File: src/rtca_pkg.sv
// rtca_pkg: shared widths, codes and record types of the rule table cell array.
// Used by rtca_cell, rtca_seq and rule_table_cell_array_unit; depends on nothing.

package rtca_pkg;

  localparam int MAX_CELLS   = 32;
  localparam int MAX_RULES   = 64;
  localparam int SIG_W       = 7;
  localparam int CELL_IDX_W  = $clog2(MAX_CELLS);
  localparam int NUM_CELLS_W = 6;
  localparam int RULE_IDX_W  = $clog2(MAX_RULES);
  localparam int RULE_CNT_W  = 7;
  localparam int CFG_IDX_W   = 2;
  localparam int CFG_DATA_W  = 7;
  localparam int MIN_CELLS   = 3;

  // edge inputs of the array and reset value of the cell outputs
  localparam logic [SIG_W-1:0] LEFT_EDGE_FIRST = SIG_W'(31);
  localparam logic [SIG_W-1:0] LEFT_EDGE_LATER = SIG_W'(32);
  localparam logic [SIG_W-1:0] RIGHT_EDGE      = SIG_W'(30);
  localparam logic [SIG_W-1:0] OUT_RESET       = SIG_W'(1);

  // commands
  localparam logic [1:0] CMD_WRITE   = 2'd0;
  localparam logic [1:0] CMD_TICK    = 2'd1;
  localparam logic [1:0] CMD_RESTART = 2'd2;

  // lamp codes
  localparam logic [1:0] LED_KEEP = 2'd0;
  localparam logic [1:0] LED_ON   = 2'd1;

  // configuration register indexes
  localparam logic [CFG_IDX_W-1:0] CFG_NUM_CELLS  = 2'd0;
  localparam logic [CFG_IDX_W-1:0] CFG_INIT_STATE = 2'd1;
  localparam logic [CFG_IDX_W-1:0] CFG_RULE_COUNT = 2'd2;

  typedef enum logic [1:0] {
    ST_IDLE,
    ST_SEARCH,
    ST_COMMIT,
    ST_EMIT
  } seq_state_t;

  typedef struct packed {
    logic [SIG_W-1:0] st;
    logic [SIG_W-1:0] lin;
    logic [SIG_W-1:0] rin;
    logic [SIG_W-1:0] nxt;
    logic [SIG_W-1:0] lout;
    logic [SIG_W-1:0] rout;
    logic [1:0]       led;
  } rule_t;

  typedef struct packed {
    logic [SIG_W-1:0] st;
    logic [SIG_W-1:0] lout;
    logic [SIG_W-1:0] rout;
    logic             lamp;
    logic             changed;
  } report_t;

  // sequencer to cell row
  typedef struct packed {
    logic capture;     // latch neighbor inputs, open a tick
    logic restart;     // return cells to reset contents
    logic rule_valid;  // broadcast rule is live this cycle
    logic commit;      // load report registers
    logic shift;       // move reports one cell to the left
  } cell_ctl_t;

endpackage

File: src/rtca_cell.sv
// rtca_cell: one automaton cell; matches broadcast rules and shifts its report left.
// Depends on rtca_pkg.

module rtca_cell (
  input  logic                         clk,
  input  logic                         rst,
  input  rtca_pkg::cell_ctl_t          ctl,
  input  rtca_pkg::rule_t              rule,
  input  logic [rtca_pkg::SIG_W-1:0]   init_state,
  input  logic [rtca_pkg::SIG_W-1:0]   lin,
  input  logic [rtca_pkg::SIG_W-1:0]   rin,
  input  logic                         active,
  input  rtca_pkg::report_t            report_in,
  output rtca_pkg::report_t            report_out,
  output logic [rtca_pkg::SIG_W-1:0]   lout,
  output logic [rtca_pkg::SIG_W-1:0]   rout
);

  logic [rtca_pkg::SIG_W-1:0] st;
  logic                       lamp;
  logic [rtca_pkg::SIG_W-1:0] lin_q;
  logic [rtca_pkg::SIG_W-1:0] rin_q;
  logic                       active_q;
  logic                       found;
  logic                       changed;
  rtca_pkg::report_t          report;
  logic                       hit;
  logic                       diff;
  logic                       lamp_new;

  assign lamp_new = (rule.led == rtca_pkg::LED_ON);

  always_comb begin
    hit = ctl.rule_valid && active_q && !found && (rule.st == st) &&
          ((rule.lin == lin_q) || (rule.lin == '0)) &&
          ((rule.rin == rin_q) || (rule.rin == '0));
    diff = (rule.nxt != st) ||
           ((rule.lout != '0) && (rule.lout != lout)) ||
           ((rule.rout != '0) && (rule.rout != rout)) ||
           ((rule.led != rtca_pkg::LED_KEEP) && (lamp_new != lamp));
  end

  always_ff @(posedge clk) begin
    if (rst || ctl.restart) begin
      // reset takes the reset value of the initial state register
      st    <= rst ? '0 : init_state;
      lout  <= rtca_pkg::OUT_RESET;
      rout  <= rtca_pkg::OUT_RESET;
      lamp  <= 1'b0;
      found <= 1'b0;
    end else if (ctl.capture) begin
      found <= 1'b0;
    end else if (hit) begin
      found <= 1'b1;
      st    <= rule.nxt;
      if (rule.lout != '0) lout <= rule.lout;
      if (rule.rout != '0) rout <= rule.rout;
      if (rule.led != rtca_pkg::LED_KEEP) lamp <= lamp_new;
    end
  end

  // tick-local payload
  always_ff @(posedge clk) begin
    if (ctl.capture) begin
      lin_q    <= lin;
      rin_q    <= rin;
      active_q <= active;
      changed  <= 1'b0;
    end else if (hit) begin
      changed <= diff;
    end
    if (ctl.commit) begin
      report <= '{st: st, lout: lout, rout: rout, lamp: lamp, changed: changed};
    end else if (ctl.shift) begin
      report <= report_in;
    end
  end

  assign report_out = report;

endmodule

File: config.mk
export PLATFORM = sky130hd
export DESIGN_NAME = rtca_cell
export DESIGN_NICKNAME = d
export VERILOG_FILES = /design/src/rtca_pkg.sv /design/src/rtca_cell.sv
export SDC_FILE = /design/constraint.sdc
export NUM_CORES = 1
export LEC_CHECK = 0
export ABC_AREA = 1
export BUFFER_PORTS_ARGS = -buffer_cell sky130_fd_sc_hd__buf_2
export CELL_PAD_IN_SITES_DETAIL_PLACEMENT = 1
export CELL_PAD_IN_SITES_GLOBAL_PLACEMENT = 2
export CORE_ASPECT_RATIO = 1.25
export CORE_MARGIN = 3
export CORE_UTILIZATION = 29
export DETAILED_ROUTE_END_ITERATION = 8
export PLACE_DENSITY = 0.9
export SETUP_SLACK_MARGIN = 0.2
export SLEW_MARGIN = 20
export SYNTH_ARGS = -nofsm -noshare
export SYNTH_HDL_FRONTEND = slang
export SYNTH_SLANG_ARGS = --single-unit
File: constraint.sdc
create_clock -name clk -period 4.4 [get_ports clk]
set_input_delay 0.66 -clock clk [delete_from_list [all_inputs] [get_ports clk]]
set_output_delay 0.66 -clock clk [all_outputs]
set_load 0.05 [all_outputs]
==> metrics.cfg <==
[status]
status=completed

[timing]
fmax_ghz=0.5192
setup_violations=0
finalHoldViolCount=0
slew_headroom_pct=40.93
period_share_pct=43.78
skew_ns=0.003105
rsz0062_at_grt=false
slew_viol_final=0
min_period_ns=1.926
worst_pin_slew_ns=0.8850
setup_tns_ns=0

[cts]
cts-hold-fix-buffers=0
htree_num_levels=3
worstSkewPairLatency_ns=0.33
cts_root_buf=clkbuf_16
cts_tree=done
ctsResizeCount=0
cts.sink_count=62
post_cts.repair.setup_buffers=0
clockBufferDepth=2
cts_made_buffers=9
clk_pin_slew_ns=0.05

[route]
via_count=2961
wl_per_cell_um=15.40
route.final.wire_length_um=9826
route.detailed.drc=0
dr.pass1.iters=4
antenna_left=0
drt_iter0_markers=78
via_per_inst=4.641

[cells_and_area]
multi_input_area_um2=1286
antenna_cells=0
seqCellArea_um2=1692
n_fill_cell=1333
post-route-util_pct=40.04
drive_gt1_share_pct=32.21
nets=597
syn2layout_area_growth_pct=34.36

[setup_path]
r2r_cells=9
worstSetupPathType=in2reg
crit_required_ns=4.41
start_kind=primary input
critPathArrivalTime_ns=1.93
cp_max_fo=17
end_kind=flip-flop

[power]
power.share.sequential_pct=41.8
p_per_area_nw_per_um2=385.3
p_sw_uw=431.7
clkPwrFrac_pct=43.3
p_sw_share_pct=26.23
leakage_uw=0.002020
combPwrFrac_pct=14.9
vdd_drop_max_v=0.0001542
p_int_uw=1214

[die]
core_um2=10670
die_area_um2=12260
dieWidth_um=99.65
io_pins=133
die_h_um=123.1
start_util_pct=29.80
rows=42

[yosys]
synth.net_count=463
yosys_register_bits=62
avgSynthCellArea_um2=8.663
ys_warn_count=0
yosys.area.top_type=edfxtp_1
synthCells=367
synth_cell_types=30
synth_area_um2=3179
synth_top_area_share_pct=42.50
yosysSeqAreaShare_pct=53.21
synth_area_leaders=edfxtp_1 (43%), nand2_1 (13%), dfxtp_1 (11%), nor2_1 (5.1%), xnor2_1 (5.0%)

[grt]
grt_pass1_wl_um=15100
overflow=0
antenna_found_initial=0
grt_max_degree=31
grt_pass1_vias=3089
grt_usage_pct=16.06

[worst_hold_path]
hp-class=reg2reg
whs_path_depth=2

[placed_design]
numPortBuffers=132
dp_hpwl_um=7791
gp_congestion=0.8277

[job]
maxCapViolations=0

==> final cells by class <==
cell class,instances,share of cell area (%)
Sequential cell,62,39.60
Multi-Input combinational cell,254,30.11
Timing Repair Buffer,133,15.64
Clock buffer,14,6.942
Tap cell,132,3.866
Inverter,41,3.603
Clock inverter,2,0.2343
==> path summary, 6_finish.rpt <==
path | end | from | slack, ns
setup / recovery | st[6] | ctl[4] | 2.47
hold / removal | lamp | lamp | 0.47
setup reg to reg | st[6] | st[4] | 2.52
hold reg to reg | lamp | lamp | 0.47
==> through the flow <==
step	instances	total power [uW]	instance area (um2)	hold WS (ns)	worst slack, ns
after floorplan	367	847.1	3179	0.4368	2.564
after global placement	622	940.4	3965	0.4569	2.186
after detailed placement	622	947.8	3965	0.4627	2.117
after CTS	638	1663	4272	0.4779	2.457
after global routing	638	1711	4272	0.4917	2.336
final	638	1646	4272	0.4747	2.474
==> cell usage in the layout (no fill, tap or decap) <==
master       n
nor4_1       2
buf_2      132
o21bai_2     1
nor2_1      43
or2_0        1
a21oi_2      2
clkbuf_8     1
nand2_2      1
buf_4        1
nand3b_1     2
o22ai_1      4
nand3_2      3
or2_2        1
nand3_1     13
clkbuf_1     2
nor2b_1      1
edfxtp_1    45
nor3_2       1
clkbuf_16   11
inv_1       36
inv_2        4
nand2_1    109
clkinv_1     1
clkinv_2     2
dfxtp_1     17
o21ai_0     16
nand4_1     18
nor2_2       1
xnor2_1     18
a31oi_1      1
nor2_4       2
xor2_1      13
a21oi_1      1
==> critical path: stages <==
cell	delay, ns
buf_2	0.23
inv_1	0.47
nand3_2	0.26
nand2_1	0.30
==> flip-flops by register name, summed over array words and instances, names as in the netlist, 7 cells and up <==
name,count
lin_q,7
lout,7
report_out,23
rin_q,7
rout,7
st,7
==> power by group through the flow <==
| stage | sequential (uW) | combinational [uW] | clock [uW] |
|---|---|---|---|
| after CTS | 688 | 249 | 726 |
| after global placement | 698 | 242 | 0 |
| after global routing | 692 | 269 | 751 |
| after detailed placement | 700 | 248 | 0 |
| final | 688 | 246 | 712 |
| after floorplan | 766 | 81.5 | 0 |
==> synthesized netlist by cell type <==
cell	number
nor2b_1	1
inv_2	4
inv_1	36
nor2_4	2
clkinv_1	1
or2_0	1
or2_2	1
o21bai_2	1
nand2_2	1
buf_6	1
nor2_1	43
xnor2_1	18
o22ai_1	4
o21ai_0	16
nor4_1	2
nand3_2	3
nor3_2	1
a21oi_1	1
buf_2	2
nand3_1	13
nand3b_1	2
nor2_2	1
dfxtp_1	17
xor2_1	13
a31oi_1	1
nand2_1	109
clkbuf_1	7
nand4_1	18
edfxtp_1	45
a21oi_2	2
==> kinds of logic (layout without fill, tap and decap cells) <==
family,after synthesis,count (layout),share of synthesized area (%)
simple gates,198,198,27.35
xor+xnor,31,31,8.540
compound gates,25,25,4.565
buf+inv,51,190,6.336
flops,62,62,53.21
==> per-layer routing <==
metal  wire length, um  GRT usage (%)
met3               473          4.007
met1              4005          18.27
met5                 0              0
met2              5108          28.28
met4               238          7.344
Power figures use the tool's default switching activity.
