## src/rtca_pkg.sv

```systemverilog
// rtca_pkg: shared widths, codes and record types of the rule table cell array.
// Used by rtca_cell, rtca_seq and rule_table_cell_array_unit; depends on nothing.

package rtca_pkg;

  localparam int MAX_CELLS   = 32;
  localparam int MAX_RULES   = 64;
  localparam int SIG_W       = 7;
  localparam int CELL_IDX_W  = $clog2(MAX_CELLS);
  localparam int NUM_CELLS_W = 6;
  localparam int RULE_IDX_W  = $clog2(MAX_RULES);
  localparam int RULE_CNT_W  = 7;
  localparam int CFG_IDX_W   = 2;
  localparam int CFG_DATA_W  = 7;
  localparam int MIN_CELLS   = 3;

  // edge inputs of the array and reset value of the cell outputs
  localparam logic [SIG_W-1:0] LEFT_EDGE_FIRST = SIG_W'(31);
  localparam logic [SIG_W-1:0] LEFT_EDGE_LATER = SIG_W'(32);
  localparam logic [SIG_W-1:0] RIGHT_EDGE      = SIG_W'(30);
  localparam logic [SIG_W-1:0] OUT_RESET       = SIG_W'(1);

  // commands
  localparam logic [1:0] CMD_WRITE   = 2'd0;
  localparam logic [1:0] CMD_TICK    = 2'd1;
  localparam logic [1:0] CMD_RESTART = 2'd2;

  // lamp codes
  localparam logic [1:0] LED_KEEP = 2'd0;
  localparam logic [1:0] LED_ON   = 2'd1;

  // configuration register indexes
  localparam logic [CFG_IDX_W-1:0] CFG_NUM_CELLS  = 2'd0;
  localparam logic [CFG_IDX_W-1:0] CFG_INIT_STATE = 2'd1;
  localparam logic [CFG_IDX_W-1:0] CFG_RULE_COUNT = 2'd2;

  typedef enum logic [1:0] {
    ST_IDLE,
    ST_SEARCH,
    ST_COMMIT,
    ST_EMIT
  } seq_state_t;

  typedef struct packed {
    logic [SIG_W-1:0] st;
    logic [SIG_W-1:0] lin;
    logic [SIG_W-1:0] rin;
    logic [SIG_W-1:0] nxt;
    logic [SIG_W-1:0] lout;
    logic [SIG_W-1:0] rout;
    logic [1:0]       led;
  } rule_t;

  typedef struct packed {
    logic [SIG_W-1:0] st;
    logic [SIG_W-1:0] lout;
    logic [SIG_W-1:0] rout;
    logic             lamp;
    logic             changed;
  } report_t;

  // sequencer to cell row
  typedef struct packed {
    logic capture;     // latch neighbor inputs, open a tick
    logic restart;     // return cells to reset contents
    logic rule_valid;  // broadcast rule is live this cycle
    logic commit;      // load report registers
    logic shift;       // move reports one cell to the left
  } cell_ctl_t;

endpackage

```

## src/rtca_seq.sv

```systemverilog
// rtca_seq: command sequencer, rule memory and rule broadcast for the cell row.
// Depends on rtca_pkg.

module rtca_seq (
  input  logic                              clk,
  input  logic                              rst,
  input  logic                              start,
  input  logic [1:0]                        cmd,
  input  logic [rtca_pkg::RULE_IDX_W-1:0]   rule_index,
  input  rtca_pkg::rule_t                   wr_rule,
  input  logic [rtca_pkg::CELL_IDX_W-1:0]   last_cell,
  input  logic [rtca_pkg::RULE_CNT_W-1:0]   n_rules,
  output rtca_pkg::cell_ctl_t               ctl,
  output rtca_pkg::rule_t                   rule,
  output logic [rtca_pkg::SIG_W-1:0]        left_edge,
  output logic                              busy,
  output logic                              strobe,
  output logic [rtca_pkg::CELL_IDX_W-1:0]   out_idx,
  output logic                              out_last
);

  rtca_pkg::seq_state_t state, state_next;
  rtca_pkg::rule_t      mem [rtca_pkg::MAX_RULES];
  logic [rtca_pkg::RULE_CNT_W-1:0] rd_cnt;
  logic                 rule_valid;
  logic                 first_pending;
  logic                 accept;
  logic                 more;

  assign accept = start && (state == rtca_pkg::ST_IDLE);
  assign more   = (rd_cnt < n_rules);

  always_ff @(posedge clk) begin
    if (accept && (cmd == rtca_pkg::CMD_WRITE)) mem[rule_index] <= wr_rule;
    rule <= mem[rd_cnt[rtca_pkg::RULE_IDX_W-1:0]];
  end

  always_ff @(posedge clk) begin
    if (rst) begin
      state         <= rtca_pkg::ST_IDLE;
      rd_cnt        <= '0;
      out_idx       <= '0;
      rule_valid    <= 1'b0;
      first_pending <= 1'b1;
    end else begin
      state      <= state_next;
      rule_valid <= (state == rtca_pkg::ST_SEARCH) && more;
      if (ctl.capture) begin
        rd_cnt        <= '0;
        first_pending <= 1'b0;
      end else if ((state == rtca_pkg::ST_SEARCH) && more) begin
        rd_cnt <= rd_cnt + 1'b1;
      end
      if (ctl.restart) first_pending <= 1'b1;
      if (ctl.commit) out_idx <= '0;
      else if (ctl.shift) out_idx <= out_idx + 1'b1;
    end
  end

  always_comb begin
    state_next     = state;
    ctl            = '0;
    ctl.rule_valid = rule_valid;
    strobe         = 1'b0;
    case (state)
      rtca_pkg::ST_IDLE: begin
        if (accept) begin
          case (cmd)
            rtca_pkg::CMD_TICK: begin
              ctl.capture = 1'b1;
              state_next  = rtca_pkg::ST_SEARCH;
            end
            rtca_pkg::CMD_RESTART: ctl.restart = 1'b1;
            default: ;
          endcase
        end
      end
      rtca_pkg::ST_SEARCH: begin
        if (!more) state_next = rtca_pkg::ST_COMMIT;
      end
      rtca_pkg::ST_COMMIT: begin
        ctl.commit = 1'b1;
        state_next = rtca_pkg::ST_EMIT;
      end
      rtca_pkg::ST_EMIT: begin
        strobe    = 1'b1;
        ctl.shift = 1'b1;
        if (out_idx == last_cell) state_next = rtca_pkg::ST_IDLE;
      end
      default: state_next = rtca_pkg::ST_IDLE;
    endcase
  end

  assign busy      = (state != rtca_pkg::ST_IDLE);
  assign out_last  = strobe && (out_idx == last_cell);
  assign left_edge = first_pending ? rtca_pkg::LEFT_EDGE_FIRST : rtca_pkg::LEFT_EDGE_LATER;

  a_capture_search: assert property (@(posedge clk) disable iff (rst)
    ctl.capture |=> (state == rtca_pkg::ST_SEARCH))
    else $error("tick did not enter rule search");
  a_rule_in_search: assert property (@(posedge clk) disable iff (rst)
    rule_valid |-> (state == rtca_pkg::ST_SEARCH))
    else $error("rule broadcast outside search");
  a_ctl_exclusive: assert property (@(posedge clk) disable iff (rst)
    $onehot0({ctl.capture, ctl.restart, ctl.commit, ctl.shift}))
    else $error("conflicting cell controls");
  a_last_ends: assert property (@(posedge clk) disable iff (rst)
    out_last |=> !strobe && !busy)
    else $error("results continue after last cell");
  a_idx_range: assert property (@(posedge clk) disable iff (rst)
    strobe |-> (out_idx <= last_cell))
    else $error("result index beyond active cells");

endmodule

```

## config.mk

```make
export PLATFORM = sky130hd
export DESIGN_NAME = rtca_seq
export DESIGN_NICKNAME = d
export VERILOG_FILES = /design/src/rtca_pkg.sv /design/src/rtca_seq.sv
export SDC_FILE = /design/constraint.sdc
export NUM_CORES = 2
export LEC_CHECK = 0
export BUFFER_PORTS_ARGS = -buffer_cell sky130_fd_sc_hd__buf_2
export CAP_MARGIN = 40
export CORE_MARGIN = 1.5
export CORE_UTILIZATION = 55
export CTS_BUF_LIST = sky130_fd_sc_hd__clkbuf_4 sky130_fd_sc_hd__clkbuf_8
export DETAILED_ROUTE_END_ITERATION = 8
export PLACE_DENSITY_LB_ADDON = 0.08
export SYNTH_ARGS = -nofsm -noshare
export SYNTH_HDL_FRONTEND = slang
export SYNTH_SLANG_ARGS = --single-unit
```

## constraint.sdc

```tcl
create_clock -name clk -period 10.8 [get_ports clk]
set_input_delay 1.62 -clock clk [delete_from_list [all_inputs] [get_ports clk]]
set_output_delay 1.62 -clock clk [all_outputs]
set_load 0.01 [all_outputs]
```

==> metrics <==
RSZ-0062 raised after global routing=false; maxcap violations=0; multi-input gate area in the final layout=0.0218 sq mm; Cells on Worst Hold Path=2; Required @ worst endpoint=9.18 ns; area grow syn2layout=13.4%; Mapped Cells=4703; CTS root buf=clkbuf_8; Clock Sinks=2876; DP Area=0.114 sq mm; WS Path Type=reg -> out; placed cell count=7390; vias per inst=6.50; Yosys top cell by area=edfxtp_1; maximum fanout along the worst path=9; filler cell count in the final layout=13.4k; global route total overflow=0; Final Skew=0.0743 ns; status=finished clean; Post-synth EDFFs=2816; DRT iter0 DRCs=6774; critical path data arrival time=3.44 ns; initial core utilization=55.5%; post-synth cell types=50; gr usage total=29.5%; synthesis-stage register bit count=2876; iteration count of the initial detailed-routing pass=5; average wire per standard cell=35.5 um; Hold Crit Class=reg -> reg; Routed Antenna Nets=0; Pwr Total=23.9 mW; final hold violation count=0; relative slew slack=30.2%; Worst-Margin Slew=1.05 ns; Final setup viols=0; min-delay src=rd_cnt[6]; post-synthesis sequential area ratio=79.1%; period utilisation layout=46.8%; H-tree depth=5; first-pass GRT wire length=407000 um; Post-synth top cells=2816 x edfxtp_1, 631 x mux4_2, 160 x mux2i_1; post-synth net total=4783; Static Leakage=37.9 nW; via count=53.4k; setup ws final=5.74 ns; pwr dens=194 mW/mm^2; largest net degree at the start of global routing=105; Clock Path Buffers=4; Port-buffer cells=129; Core Area=0.195 sq mm; most common flop cell mapped by yosys=edfxtp_1; Fin Setup TNS=0 ns; WL final=292000 um; Hold Slack=0.502 ns; DRC Markers=0; insertion delay to the later sink of the worst-skew pair=1.13 ns; CTS resizes=0; IO Count=131; DP Wirelength=165000 um; vias in the first global route=53.3k; layout cell share with drive strength beyond 1=31.9%; Peak VDD IR=0.133 mV; routability cong.=0.798; worst reg2reg endpoint=rule[33]; CTS tree=built; top-area cell type share of the netlist area=78.0%; Async SR Flop Fraction=0%; top cells by area, synth=edfxtp_1 78%, mux4_2 13%, mux2i_1 1.5%; syn_area_per_cell=23.0 sq um; Layout Cell Area excl Fill=0.123 sq mm; Nets=5309; Final min period=5.06 ns; Worst Hold Endpoint=rd_cnt[6]; synth warn=0; Setup WS pre-CTS=5.93 ns; path depth of the worst reg2reg path=7; final core area utilization=62.9%; storage element area=0.0858 sq mm; kind of end point of the critical path=output port; Die Area=0.200 sq mm; Critical Path Max Stage Delay=0.71 ns; max-slew violations=0; FMAX=198 MHz; cts hold-fix bufs=0; row count=162; die width=447 um; clk slew on worst S/H paths=0.06 ns; Slowest-stage cell, CP=and2_1; Startpoint Class=flop; setup slack, reg-to-reg=6.46 ns; Chip Height=447 um; initial antenna violation count=19; Cell Count, Final, Fillers Out=8228; most frequent cell after synthesis=edfxtp_1; Post-CTS Setup Bufs=0; total CTS buffers=460; Post-Syn Area=0.108 sq mm; crit-path cells=xor2_2 > nor4_1 > and2_1 > buf_2; Reg2Reg Launch Point=rd_cnt[1]
## worst max path at each step
stage	slack [ns]	end	from
3_5_place_dp	5.93	out_last	last_cell[4]
2_1_floorplan	6.04	mem[35][0]	rule_index[5]
6_report	5.74	out_last	out_idx[4]
4_1_cts	5.80	out_last	out_idx[4]
5_1_grt	5.86	out_last	out_idx[4]
3_3_place_gp	5.75	mem[60][27]	cmd[1]
## power by group
group	switching, mW	total (mW)	internal [mW]
sequential	0.0814	12.4	12.3
clock	4.14	8.96	4.82
combinational	1.33	2.52	1.19
total	5.55	23.9	18.3
## state kept, by name, indices dropped and copies added (netlist names)
signal         flops
rule_valid         1
state              2
out_idx            5
rule              44
mem             2816
first_pending      1
rd_cnt             7
## cell families (layout without fill, tap and decap cells)
family | after synthesis | in the layout | synth area share [%]
muxes | 791 | 791 | 14.6
adders and majority gates | 13 | 13 | 0.150
AOI/OAI and AO/OA | 532 | 532 | 3.95
other | 1 | 26 | 0.00346
buffers and inverters | 297 | 1173 | 1.31
xor gates and xnor gates | 9 | 9 | 0.0727
DFF | 2876 | 2876 | 79.1
and+or+nand+nor | 184 | 184 | 0.807
## layout by cell type (no fill, tap or decap), drive strengths merged, types with 7 or more instances in the layout
| cell type | synthesis | routed |
|---|---|---|
| a22oi | 75 | 75 |
| diode | 0 | 25 |
| o21ai | 11 | 11 |
| dfxtp | 60 | 60 |
| clkinv | 0 | 150 |
| a22o | 114 | 114 |
| a221oi | 89 | 89 |
| clkbuf | 147 | 649 |
| nor2 | 80 | 80 |
| ha | 13 | 13 |
| o22ai | 28 | 28 |
| a211o | 37 | 37 |
| nor3 | 12 | 12 |
| mux2i | 160 | 160 |
| a211oi | 61 | 61 |
| a21oi | 23 | 23 |
| clkinvlp | 0 | 7 |
| buf | 137 | 348 |
| mux4 | 631 | 631 |
| nand2b | 8 | 8 |
| nor2b | 12 | 12 |
| edfxtp | 2816 | 2816 |
| o221ai | 82 | 82 |
| nand2 | 34 | 34 |
| inv | 13 | 15 |
## layer usage
metal	part of all wire, %	track usage, %	vias to the layer above
met1	39	41.4	28800
li1	-	-	21500
met3	8.8	5.87	476
met5	0.049	0	-
met2	48	46.1	2697
met4	4.2	11.9	20
## worst max-delay path, delay by kind of cell (launching register included)
kind | cells | cell delay [ns]
buffers and inverters | 1 | 0.26
XOR/XNOR | 1 | 0.36
flip-flops | 1 | 0.65
AND/OR/NAND/NOR | 2 | 1.03
## final cells by class
cell class	count	area share, %
diodes	25	0.0509
clock buffers	649	6.49
clock inverters	163	0.658
inverters	13	0.0397
multi-input cells	1530	17.7
flip-flops and latches	2876	69.8
well taps	2624	2.67
repair buffers	348	2.54
(Power assumes the default switching activity.)
